## src/rtl/core/chp_pkg.sv

```systemverilog
// ----------------------------------------------------------------------------
// chp_pkg
// Shared types and constants of the CBOR item head parser: result kinds,
// parse phases, major type and minor value codes, and the queue entry.
// ----------------------------------------------------------------------------
`default_nettype none

package chp_pkg;

  typedef enum logic [1:0] {
    KIND_ITEM    = 2'd0,
    KIND_TAG     = 2'd1,
    KIND_PAYLOAD = 2'd2,
    KIND_MISSING = 2'd3
  } kind_e;

  typedef enum logic [1:0] {
    PH_INITIAL  = 2'd0,
    PH_ARGUMENT = 2'd1,
    PH_PAYLOAD  = 2'd2
  } phase_e;

  localparam logic [2:0] MAJOR_UINT = 3'd0;
  localparam logic [2:0] MAJOR_NINT = 3'd1;
  localparam logic [2:0] MAJOR_BSTR = 3'd2;
  localparam logic [2:0] MAJOR_TSTR = 3'd3;
  localparam logic [2:0] MAJOR_TAG  = 3'd6;

  localparam logic [4:0] MINOR_DIRECT_MAX = 5'h17;
  localparam logic [4:0] MINOR_ARG1       = 5'h18;
  localparam logic [4:0] MINOR_ARG2       = 5'h19;
  localparam logic [4:0] MINOR_ARG4       = 5'h1A;
  localparam logic [4:0] MINOR_ARG8       = 5'h1B;
  localparam logic [4:0] MINOR_RSVD_LO    = 5'h1C;
  localparam logic [4:0] MINOR_RSVD_HI    = 5'h1E;
  localparam logic [4:0] MINOR_INDEF      = 5'h1F;

  typedef struct packed {
    kind_e       kind;
    logic [2:0]  major_type;
    logic [4:0]  minor_value;
    logic [63:0] arg_value;
    logic        invalid;
    logic [7:0]  head_bytes;
    logic [7:0]  tag_count;
    logic [7:0]  payload_byte;
    logic        payload_last;
  } res_t;

  // one word per accepted byte that yields results: a head or payload result and/or item missing
  typedef struct packed {
    logic       first_vld;
    res_t       first;
    logic       miss_vld;
    logic [7:0] miss_bytes;
    logic [7:0] miss_tags;
  } entry_t;

  function automatic logic [7:0] sat_inc(input logic [7:0] v);
    sat_inc = (v == 8'hFF) ? v : v + 8'd1;
  endfunction

endpackage

`default_nettype wire

```

## src/rtl/core/cbor_item_head_parser_unit.sv

```systemverilog
// ----------------------------------------------------------------------------
// cbor_item_head_parser_unit
// CBOR head parser: decodes initial bytes and arguments, reports tag and item
// heads, passes definite string payload through and flags a cut-off item.
// ----------------------------------------------------------------------------
//  channel   | handshake               | fields
//  ----------+-------------------------+-------------------------------------
//  input     | in_valid_i / in_stall_o | in_byte_i, buffer_end_i
//  output    | out_valid_o/out_stall_i | kind_o .. payload_last_o (9 fields)
//
//  one byte accepted per cycle while the queue has room
//  a byte yields zero, one or two results; the second is sent after the first is taken
//  first result of a byte is registered in the queue, then in the sequencer, before it appears
//  output stall backs up the queue; in_stall_o rises only when it is full
//  reset clears parser state and queue at once, no clearing pass
// ----------------------------------------------------------------------------
`default_nettype none

module cbor_item_head_parser_unit #(
  parameter int unsigned FifoDepth = 4
) (
  input  wire logic          clk_i,
  input  wire logic          rst_ni,
  input  wire logic          in_valid_i,
  output logic               in_stall_o,
  input  wire logic [7:0]    in_byte_i,
  input  wire logic          buffer_end_i,
  output logic               out_valid_o,
  input  wire logic          out_stall_i,
  output logic [1:0]         kind_o,
  output logic [2:0]         major_type_o,
  output logic [4:0]         minor_value_o,
  output logic [63:0]        arg_value_o,
  output logic               invalid_o,
  output logic [7:0]         head_bytes_o,
  output logic [7:0]         tag_count_o,
  output logic [7:0]         payload_byte_o,
  output logic               payload_last_o
);
  import chp_pkg::*;

  logic   accept;
  logic   push;
  entry_t push_data;
  logic   full;
  logic   pop;
  entry_t pop_data;
  logic   empty;
  res_t   out_res;

  assign in_stall_o = full;
  assign accept     = in_valid_i && !full;

  chp_front u_front (
    .clk_i        (clk_i),
    .rst_ni       (rst_ni),
    .accept_i     (accept),
    .in_byte_i    (in_byte_i),
    .buffer_end_i (buffer_end_i),
    .push_o       (push),
    .push_data_o  (push_data)
  );

  chp_fifo #(
    .Depth (FifoDepth)
  ) u_fifo (
    .clk_i       (clk_i),
    .rst_ni      (rst_ni),
    .push_i      (push),
    .push_data_i (push_data),
    .full_o      (full),
    .pop_i       (pop),
    .pop_data_o  (pop_data),
    .empty_o     (empty)
  );

  chp_back u_back (
    .clk_i       (clk_i),
    .rst_ni      (rst_ni),
    .empty_i     (empty),
    .pop_data_i  (pop_data),
    .pop_o       (pop),
    .out_valid_o (out_valid_o),
    .out_stall_i (out_stall_i),
    .out_res_o   (out_res)
  );

  assign kind_o         = out_res.kind;
  assign major_type_o   = out_res.major_type;
  assign minor_value_o  = out_res.minor_value;
  assign arg_value_o    = out_res.arg_value;
  assign invalid_o      = out_res.invalid;
  assign head_bytes_o   = out_res.head_bytes;
  assign tag_count_o    = out_res.tag_count;
  assign payload_byte_o = out_res.payload_byte;
  assign payload_last_o = out_res.payload_last;

endmodule

`default_nettype wire

```

## src/rtl/core/chp_front.sv

```systemverilog
// ----------------------------------------------------------------------------
// chp_front
// Byte classifier: splits initial bytes, gathers arguments, tracks tags and
// string payloads, and emits one queue word per byte that yields results.
// ----------------------------------------------------------------------------
`default_nettype none

module chp_front (
  input  wire logic          clk_i,
  input  wire logic          rst_ni,
  input  wire logic          accept_i,
  input  wire logic [7:0]    in_byte_i,
  input  wire logic          buffer_end_i,
  output logic               push_o,
  output chp_pkg::entry_t    push_data_o
);
  import chp_pkg::*;

  phase_e      phase_q, phase_d;
  logic [2:0]  major_q, major_d;
  logic [4:0]  minor_q, minor_d;
  logic [3:0]  arg_left_q, arg_left_d;
  logic [63:0] acc_q, acc_d;
  logic [63:0] pay_left_q, pay_left_d;
  logic [7:0]  chunk_q, chunk_d;
  logic [7:0]  tags_q, tags_d;

  entry_t      ent;
  logic [7:0]  chunk_inc;
  logic [7:0]  tags_inc;
  logic [2:0]  maj;
  logic [4:0]  mnr;
  logic [3:0]  left_new;
  logic [63:0] acc_new;
  logic [63:0] val;
  logic        head_done;
  logic        bad;
  logic        is_tag;

  always_comb begin
    phase_d    = phase_q;
    major_d    = major_q;
    minor_d    = minor_q;
    arg_left_d = arg_left_q;
    acc_d      = acc_q;
    pay_left_d = pay_left_q;
    chunk_d    = chunk_q;
    tags_d     = tags_q;
    ent        = '0;
    chunk_inc  = sat_inc(chunk_q);
    tags_inc   = sat_inc(tags_q);
    maj        = major_q;
    mnr        = minor_q;
    left_new   = arg_left_q;
    acc_new    = acc_q;
    val        = '0;
    head_done  = 1'b0;
    bad        = 1'b0;
    is_tag     = 1'b0;

    if (accept_i) begin
      if (phase_q == PH_PAYLOAD) begin
        pay_left_d               = pay_left_q - 64'd1;
        ent.first_vld            = 1'b1;
        ent.first.kind           = KIND_PAYLOAD;
        ent.first.payload_byte   = in_byte_i;
        ent.first.payload_last   = (pay_left_q == 64'd1);
        if (pay_left_q == 64'd1) begin
          phase_d = PH_INITIAL;
        end
      end else begin
        chunk_d = chunk_inc;
        if (phase_q == PH_ARGUMENT) begin
          acc_new = {acc_q[55:0], in_byte_i};
          if (arg_left_q != 4'd0) begin
            left_new = arg_left_q - 4'd1;
          end
        end else begin
          maj     = in_byte_i[7:5];
          mnr     = in_byte_i[4:0];
          acc_new = '0;
          case (mnr)
            MINOR_ARG1: left_new = 4'd1;
            MINOR_ARG2: left_new = 4'd2;
            MINOR_ARG4: left_new = 4'd4;
            MINOR_ARG8: left_new = 4'd8;
            default:    left_new = 4'd0;
          endcase
          major_d = maj;
          minor_d = mnr;
        end
        head_done  = (left_new == 4'd0);
        arg_left_d = left_new;
        acc_d      = acc_new;
        if (!head_done) begin
          phase_d = PH_ARGUMENT;
        end else begin
          if (mnr <= MINOR_DIRECT_MAX) begin
            val = {59'd0, mnr};
          end else if (mnr <= MINOR_ARG8) begin
            val = acc_new;
          end
          bad = (mnr >= MINOR_RSVD_LO && mnr <= MINOR_RSVD_HI) ||
                (mnr == MINOR_INDEF &&
                 (maj == MAJOR_UINT || maj == MAJOR_NINT || maj == MAJOR_TAG));
          is_tag                 = (maj == MAJOR_TAG);
          ent.first_vld          = 1'b1;
          ent.first.kind         = is_tag ? KIND_TAG : KIND_ITEM;
          ent.first.major_type   = maj;
          ent.first.minor_value  = mnr;
          ent.first.arg_value    = val;
          ent.first.invalid      = bad;
          ent.first.head_bytes   = chunk_inc;
          ent.first.tag_count    = tags_q;
          arg_left_d             = 4'd0;
          acc_d                  = '0;
          phase_d                = PH_INITIAL;
          if (is_tag) begin
            tags_d = tags_inc;
          end else begin
            tags_d  = '0;
            chunk_d = '0;
            if ((maj == MAJOR_BSTR || maj == MAJOR_TSTR) && mnr <= MINOR_ARG8 &&
                val != 64'd0) begin
              pay_left_d = val;
              phase_d    = PH_PAYLOAD;
            end
          end
        end
        ent.miss_vld   = buffer_end_i && (!head_done || is_tag);
        ent.miss_bytes = chunk_inc;
        ent.miss_tags  = is_tag ? tags_inc : tags_q;
      end
      if (buffer_end_i) begin
        phase_d    = PH_INITIAL;
        major_d    = '0;
        minor_d    = '0;
        arg_left_d = '0;
        acc_d      = '0;
        pay_left_d = '0;
        chunk_d    = '0;
        tags_d     = '0;
      end
    end
  end

  assign push_o      = ent.first_vld | ent.miss_vld;
  assign push_data_o = ent;

  always_ff @(posedge clk_i or negedge rst_ni) begin
    if (!rst_ni) begin
      phase_q    <= PH_INITIAL;
      major_q    <= '0;
      minor_q    <= '0;
      arg_left_q <= '0;
      acc_q      <= '0;
      pay_left_q <= '0;
      chunk_q    <= '0;
      tags_q     <= '0;
    end else begin
      phase_q    <= phase_d;
      major_q    <= major_d;
      minor_q    <= minor_d;
      arg_left_q <= arg_left_d;
      acc_q      <= acc_d;
      pay_left_q <= pay_left_d;
      chunk_q    <= chunk_d;
      tags_q     <= tags_d;
    end
  end

endmodule

`default_nettype wire

```

## src/rtl/core/chp_fifo.sv

```systemverilog
// ----------------------------------------------------------------------------
// chp_fifo
// Short word queue between the byte classifier and the result sequencer.
// ----------------------------------------------------------------------------
`default_nettype none

module chp_fifo #(
  parameter int unsigned Depth = 4
) (
  input  wire logic             clk_i,
  input  wire logic             rst_ni,
  input  wire logic             push_i,
  input  wire chp_pkg::entry_t  push_data_i,
  output logic                  full_o,
  input  wire logic             pop_i,
  output chp_pkg::entry_t       pop_data_o,
  output logic                  empty_o
);
  import chp_pkg::*;

  localparam int unsigned PtrW = (Depth > 1) ? $clog2(Depth) : 1;
  localparam int unsigned CntW = $clog2(Depth + 1);

  entry_t            mem_q [Depth];
  logic [PtrW-1:0]   wr_ptr_q, wr_ptr_d;
  logic [PtrW-1:0]   rd_ptr_q, rd_ptr_d;
  logic [CntW-1:0]   cnt_q, cnt_d;
  logic              do_push;
  logic              do_pop;

  assign full_o     = (cnt_q == CntW'(Depth));
  assign empty_o    = (cnt_q == '0);
  assign do_push    = push_i && !full_o;
  assign do_pop     = pop_i && !empty_o;
  assign pop_data_o = mem_q[rd_ptr_q];

  always_comb begin
    wr_ptr_d = wr_ptr_q;
    rd_ptr_d = rd_ptr_q;
    cnt_d    = cnt_q;
    if (do_push) begin
      wr_ptr_d = (wr_ptr_q == PtrW'(Depth - 1)) ? '0 : wr_ptr_q + PtrW'(1);
    end
    if (do_pop) begin
      rd_ptr_d = (rd_ptr_q == PtrW'(Depth - 1)) ? '0 : rd_ptr_q + PtrW'(1);
    end
    if (do_push && !do_pop) begin
      cnt_d = cnt_q + CntW'(1);
    end else if (!do_push && do_pop) begin
      cnt_d = cnt_q - CntW'(1);
    end
  end

  always_ff @(posedge clk_i or negedge rst_ni) begin
    if (!rst_ni) begin
      wr_ptr_q <= '0;
      rd_ptr_q <= '0;
      cnt_q    <= '0;
    end else begin
      wr_ptr_q <= wr_ptr_d;
      rd_ptr_q <= rd_ptr_d;
      cnt_q    <= cnt_d;
    end
  end

  always_ff @(posedge clk_i) begin
    if (do_push) begin
      mem_q[wr_ptr_q] <= push_data_i;
    end
  end

endmodule

`default_nettype wire

```

## src/rtl/core/chp_back.sv

```systemverilog
// ----------------------------------------------------------------------------
// chp_back
// Result sequencer: holds one queue word in a register and sends its head or
// payload result and then its item missing result on the output channel.
// ----------------------------------------------------------------------------
`default_nettype none

module chp_back (
  input  wire logic             clk_i,
  input  wire logic             rst_ni,
  input  wire logic             empty_i,
  input  wire chp_pkg::entry_t  pop_data_i,
  output logic                  pop_o,
  output logic                  out_valid_o,
  input  wire logic             out_stall_i,
  output chp_pkg::res_t         out_res_o
);
  import chp_pkg::*;

  entry_t ent_q;
  logic   first_pend_q, first_pend_d;
  logic   miss_pend_q, miss_pend_d;
  logic   out_take;
  logic   last_take;
  logic   load;
  res_t   miss_res;

  assign out_valid_o = first_pend_q | miss_pend_q;
  assign out_take    = out_valid_o && !out_stall_i;
  assign last_take   = out_take && (first_pend_q ? !miss_pend_q : 1'b1);
  assign load        = (!out_valid_o || last_take) && !empty_i;
  assign pop_o       = load;

  always_comb begin
    miss_res            = '0;
    miss_res.kind       = KIND_MISSING;
    miss_res.head_bytes = ent_q.miss_bytes;
    miss_res.tag_count  = ent_q.miss_tags;
    out_res_o           = first_pend_q ? ent_q.first : miss_res;
  end

  always_comb begin
    first_pend_d = first_pend_q;
    miss_pend_d  = miss_pend_q;
    if (out_take) begin
      if (first_pend_q) begin
        first_pend_d = 1'b0;
      end else begin
        miss_pend_d = 1'b0;
      end
    end
    if (load) begin
      first_pend_d = pop_data_i.first_vld;
      miss_pend_d  = pop_data_i.miss_vld;
    end
  end

  always_ff @(posedge clk_i or negedge rst_ni) begin
    if (!rst_ni) begin
      first_pend_q <= 1'b0;
      miss_pend_q  <= 1'b0;
    end else begin
      first_pend_q <= first_pend_d;
      miss_pend_q  <= miss_pend_d;
    end
  end

  always_ff @(posedge clk_i) begin
    if (load) begin
      ent_q <= pop_data_i;
    end
  end

endmodule

`default_nettype wire

```

## config.mk

```make
export PLATFORM = sky130hd
export DESIGN_NAME = cbor_item_head_parser_unit
export DESIGN_NICKNAME = d
export VERILOG_FILES = /design/src/rtl/core/chp_pkg.sv /design/src/rtl/core/cbor_item_head_parser_unit.sv /design/src/rtl/core/chp_front.sv /design/src/rtl/core/chp_fifo.sv /design/src/rtl/core/chp_back.sv
export SDC_FILE = /design/constraint.sdc
export NUM_CORES = 1
export LEC_CHECK = 0
export ABC_AREA = 1
export BUFFER_PORTS_ARGS = -buffer_cell sky130_fd_sc_hd__buf_2
export CAP_MARGIN = 10
export CORE_MARGIN = 2
export CORE_UTILIZATION = 44
export CTS_BUF_LIST = sky130_fd_sc_hd__clkbuf_8 sky130_fd_sc_hd__clkbuf_16
export CTS_CLUSTER_DIAMETER = 30
export CTS_CLUSTER_SIZE = 8
export DETAILED_ROUTE_END_ITERATION = 6
export GPL_TIMING_DRIVEN = 0
export PLACE_DENSITY = 0.7
export SYNTH_ARGS = -nofsm -noshare
export SYNTH_HDL_FRONTEND = slang
export SYNTH_SLANG_ARGS = --single-unit
```

## constraint.sdc

```tcl
create_clock -name clk_i -period 9.78 [get_ports clk_i]
set_input_delay 1.956 -clock clk_i [delete_from_list [all_inputs] [get_ports clk_i]]
set_output_delay 1.956 -clock clk_i [all_outputs]
set_load 0.02 [all_outputs]
```

==> summary.txt <==
STA
  • Actual slew at the worst max-slew pin: ~1100 ps
  • Fmax: 187 MHz
  • Max_slew headroom: 0.269
  • TNS Setup: 0 ps
  • Setup violations, final: 0
  • Crit share post-route: 0.546
  • Skew final: between 15 and 20 ps
  • Final number of max-transition violations: 0
  • Worst setup margin: about 4400 ps
  • Final Critical Period: 5340 ps
  • RSZ-0062 raised after global routing: no
  • Final Hold Viols: 0

Clock tree
  • H-tree depth: 4
  • Max clock buf depth: 3
  • Postcts setup bufs: 0
  • CTS Buf Count: around 140
  • Sink Count: 747
  • Post-CTS sizing: 0
  • Hold-fix buffers at CTS: 0
  • Clk Latency, worst-skew pair: 730 ps
  • Clk root buf: clkbuf_16
  • Clock slew at reported path FFs: 50 ps
  • CTS tree: built

GRT
  • Largest net degree at the start of global routing: 86
  • Gr ovfl total: 0
  • First-pass GRT wire length: ~140,000 um
  • Vias in the first global route: between 20,000 and 25,000
  • Initial antenna violation count: 6
  • Total GRT Usage: 0.239

Detailed routing
  • Initial DRC count: about 3,000
  • Final WL: about 93,000 um
  • DR pass1 iterations: 7
  • Vias: 25,137
  • Routed Antenna Nets: 0
  • Wire length per cell: around 20 um
  • Post-route DRC: 0
  • Via density: 5.54

Logic synthesis
  • Post-synth EDFFs: slightly below 600
  • Most frequent cells after synthesis: edfxtp_1, nor2_1, nand2_1
  • Yosys warnings: 0
  • Sequential share of the synthesized area: 0.653
  • Netlist Area Pre-Place: roughly 33,000 um^2
  • Top FF cell, synth: edfxtp_1
  • Yosys top cell by area: edfxtp_1
  • Synth area leaders: edfxtp_1, dfrtp_1, nor2_1, nand2_1, o21ai_0
  • Synthesized instance count: ~3,200
  • Yosys reg bits: ~750
  • Net count after synthesis: about 3,200
  • Unique masters post-synth: 44
  • Syn Area/Cell: between 10 and 15 um^2
  • Async SR Flop Fraction: 0.213
  • Count leader, synth: edfxtp_1
  • Top cell type's share of synthesized area: 0.533

Final layout
  • Multi-input logic area: around 9700 um^2
  • Design area: roughly 40,000 um^2
  • Share of cells above drive strength 1: 0.131
  • Non-Filler Instances: 4,536
  • Layout area overhead: 20.1%
  • Layout net count: around 3,500
  • Register area: 21,600 um^2
  • Fill cells: approximately 6,300

Setup path
  • Worst setup SP type: input pin
  • Critical-path cell list: buf_2 -> inv_1 -> or2_2 -> clkbuf_1 -> nor2_1 -> clkbuf_1 -> nand3_1 -> nand2_1 -> inv_1 -> nor2_4 -> buf_12 -> buf_12 -> buf_12 -> buf_12
  • CP Capture Type: flop
  • Critical Path Fanout Max: 28
  • Crit path kind: in -> reg
  • Critical Path AT: roughly 5800 ps
  • Slowest cell on crit path: nor2_4
  • Critical Path RT: just over 10,000 ps
  • CP peak stage delay: around 640 ps
  • Worst path most repeated cell: buf_12

Power and ir drop
  • Peak supply drop: 0.199 mV
  • Pleak: about 16 nW
  • Power per cell area: 354 nW/um^2
  • Total power: between 0.01 and 0.015 W

Status
  • Status: complete, no violations

Placement
  • GP Congestion: between 0.9 and 1
  • Setup WS pre-CTS: approximately 3700 ps
  • Port-buffer cells: between 100 and 150
  • Placed instance count: approximately 4,300
  • HPWL after detailed placement: 62,500 um
  • Area after DPL: approximately 35,000 um^2

Floorplan
  • DIE AREA: between 70,000 and 80,000 um^2
  • Core footprint: 74,600 um^2
  • Die height: 278 um
  • Die Wd: approximately 280 um
  • Rows: 100
  • Ports: 115
  • Initial core utilization: 0.445

Run
  • Maxcap violations: 0

Hold path
  • Hold crit path type: reg -> reg
## path summary, 6_finish.rpt
| path | startpoint | endpoint | slack, ps | cells after the start |
|---|---|---|---|---|
| setup / recovery | in_valid_i | u_fifo.mem_q[3][76] | 4440 | 14 |
| hold / removal | u_front.major_q[1] | u_front.major_q[1] | 490 | 2 |
| setup reg to reg | u_front.phase_q[0] | u_fifo.mem_q[3][76] | 5150 | 16 |
| hold reg to reg | u_front.major_q[1] | u_front.major_q[1] | 490 | 2 |
| max in group asynchronous | rst_ni | u_front.tags_q[3] | 7640 | 2 |
| min in group asynchronous | rst_ni | u_front.pay_left_q[37] | 1250 | 1 |
## critical path, delay by kind of cell
kind                   cells  cell delay [ps]
buffers and inverters      9             2050
and+or+nand+nor            5             1670
## cell usage in the layout, fill, tap and decap left out, types with 17 or more instances in the layout
master and instances:
nand3_1 115, a21oi_1 37, o21ai_0 354, clkinv_2 20
clkbuf_1 127, clkbuf_16 139, nand3_2 62, edfxtp_1 588
o22ai_1 159, nor3_1 23, xnor2_1 17, nand2_1 518
dfrtp_1 159, buf_12 23, o21ai_1 25, inv_1 298
buf_2 140, clkinv_1 17, nor2_1 558, xor2_1 33
## per-stage QoR
| step | util | hold slack, ps |
|---|---|---|
| floorplan | - | 448 |
| global placement | 0.468 | 471 |
| detailed placement | 0.474 | 476 |
| CTS | 0.534 | 489 |
| global route | 0.534 | 508 |
| finish | 0.534 | 490 |
## sequential cells by signal, indices dropped and copies added (netlist names)
signal               cells
u_back.ent_q           116
u_back.first_pend_q      1
u_back.miss_pend_q       1
u_fifo.cnt_q             3
u_fifo.mem_q           472
u_fifo.rd_ptr_q          2
u_fifo.wr_ptr_q          2
u_front.acc_q           56
u_front.arg_left_q       4
u_front.chunk_q          8
u_front.major_q          3
u_front.minor_q          5
u_front.pay_left_q      64
u_front.phase_q          2
u_front.tags_q           8
## per-layer routing
metal  up-vias  part of all wire  GRT usage
li1      11516                 -          -
met1     12096              0.41      0.322
met2      1311              0.46      0.374
met3       204              0.10     0.0632
met4        10             0.029     0.0884
met5         -           0.00064          0
## report_power, final
| part | switching [W] | total [W] | leakage, nW | internal (W) |
|---|---|---|---|---|
| registers | 0.000273 | 0.00473 | 7.79 | 0.00445 |
| logic | 0.00348 | 0.00486 | 6.16 | 0.00138 |
| clock network | 0.00162 | 0.00449 | 2.26 | 0.00287 |
| total | 0.00537 | 0.0141 | 16.2 | 0.00871 |
## cells by family (layout without fill, tap and decap cells)
family,Yosys count,after routing,share of synthesized area
AO/OA/AOI/OAI,598,598,0.0983
AND/OR/NAND/NOR,1333,1333,0.174
XOR/XNOR,50,50,0.0132
multiplexers,1,1,0.000340
adder cells (fa/ha/maj),12,12,0.00476
other,0,1,0
flip-flops,747,747,0.653
buffers and inverters,451,825,0.0567
## cell type report
type,count,share of cell area
Clock buffer,141,0.0880
Tap cell,969,0.0304
Timing Repair Buffer,132,0.0240
Sequential cell,747,0.543
Multi-Input combinational cell,1994,0.243
Buffer,174,0.0211
Inverter,277,0.0262
Antenna cell,1,0.0000628
Clock inverter,101,0.0241
No activity file was read; power rests on OpenSTA's default activity.
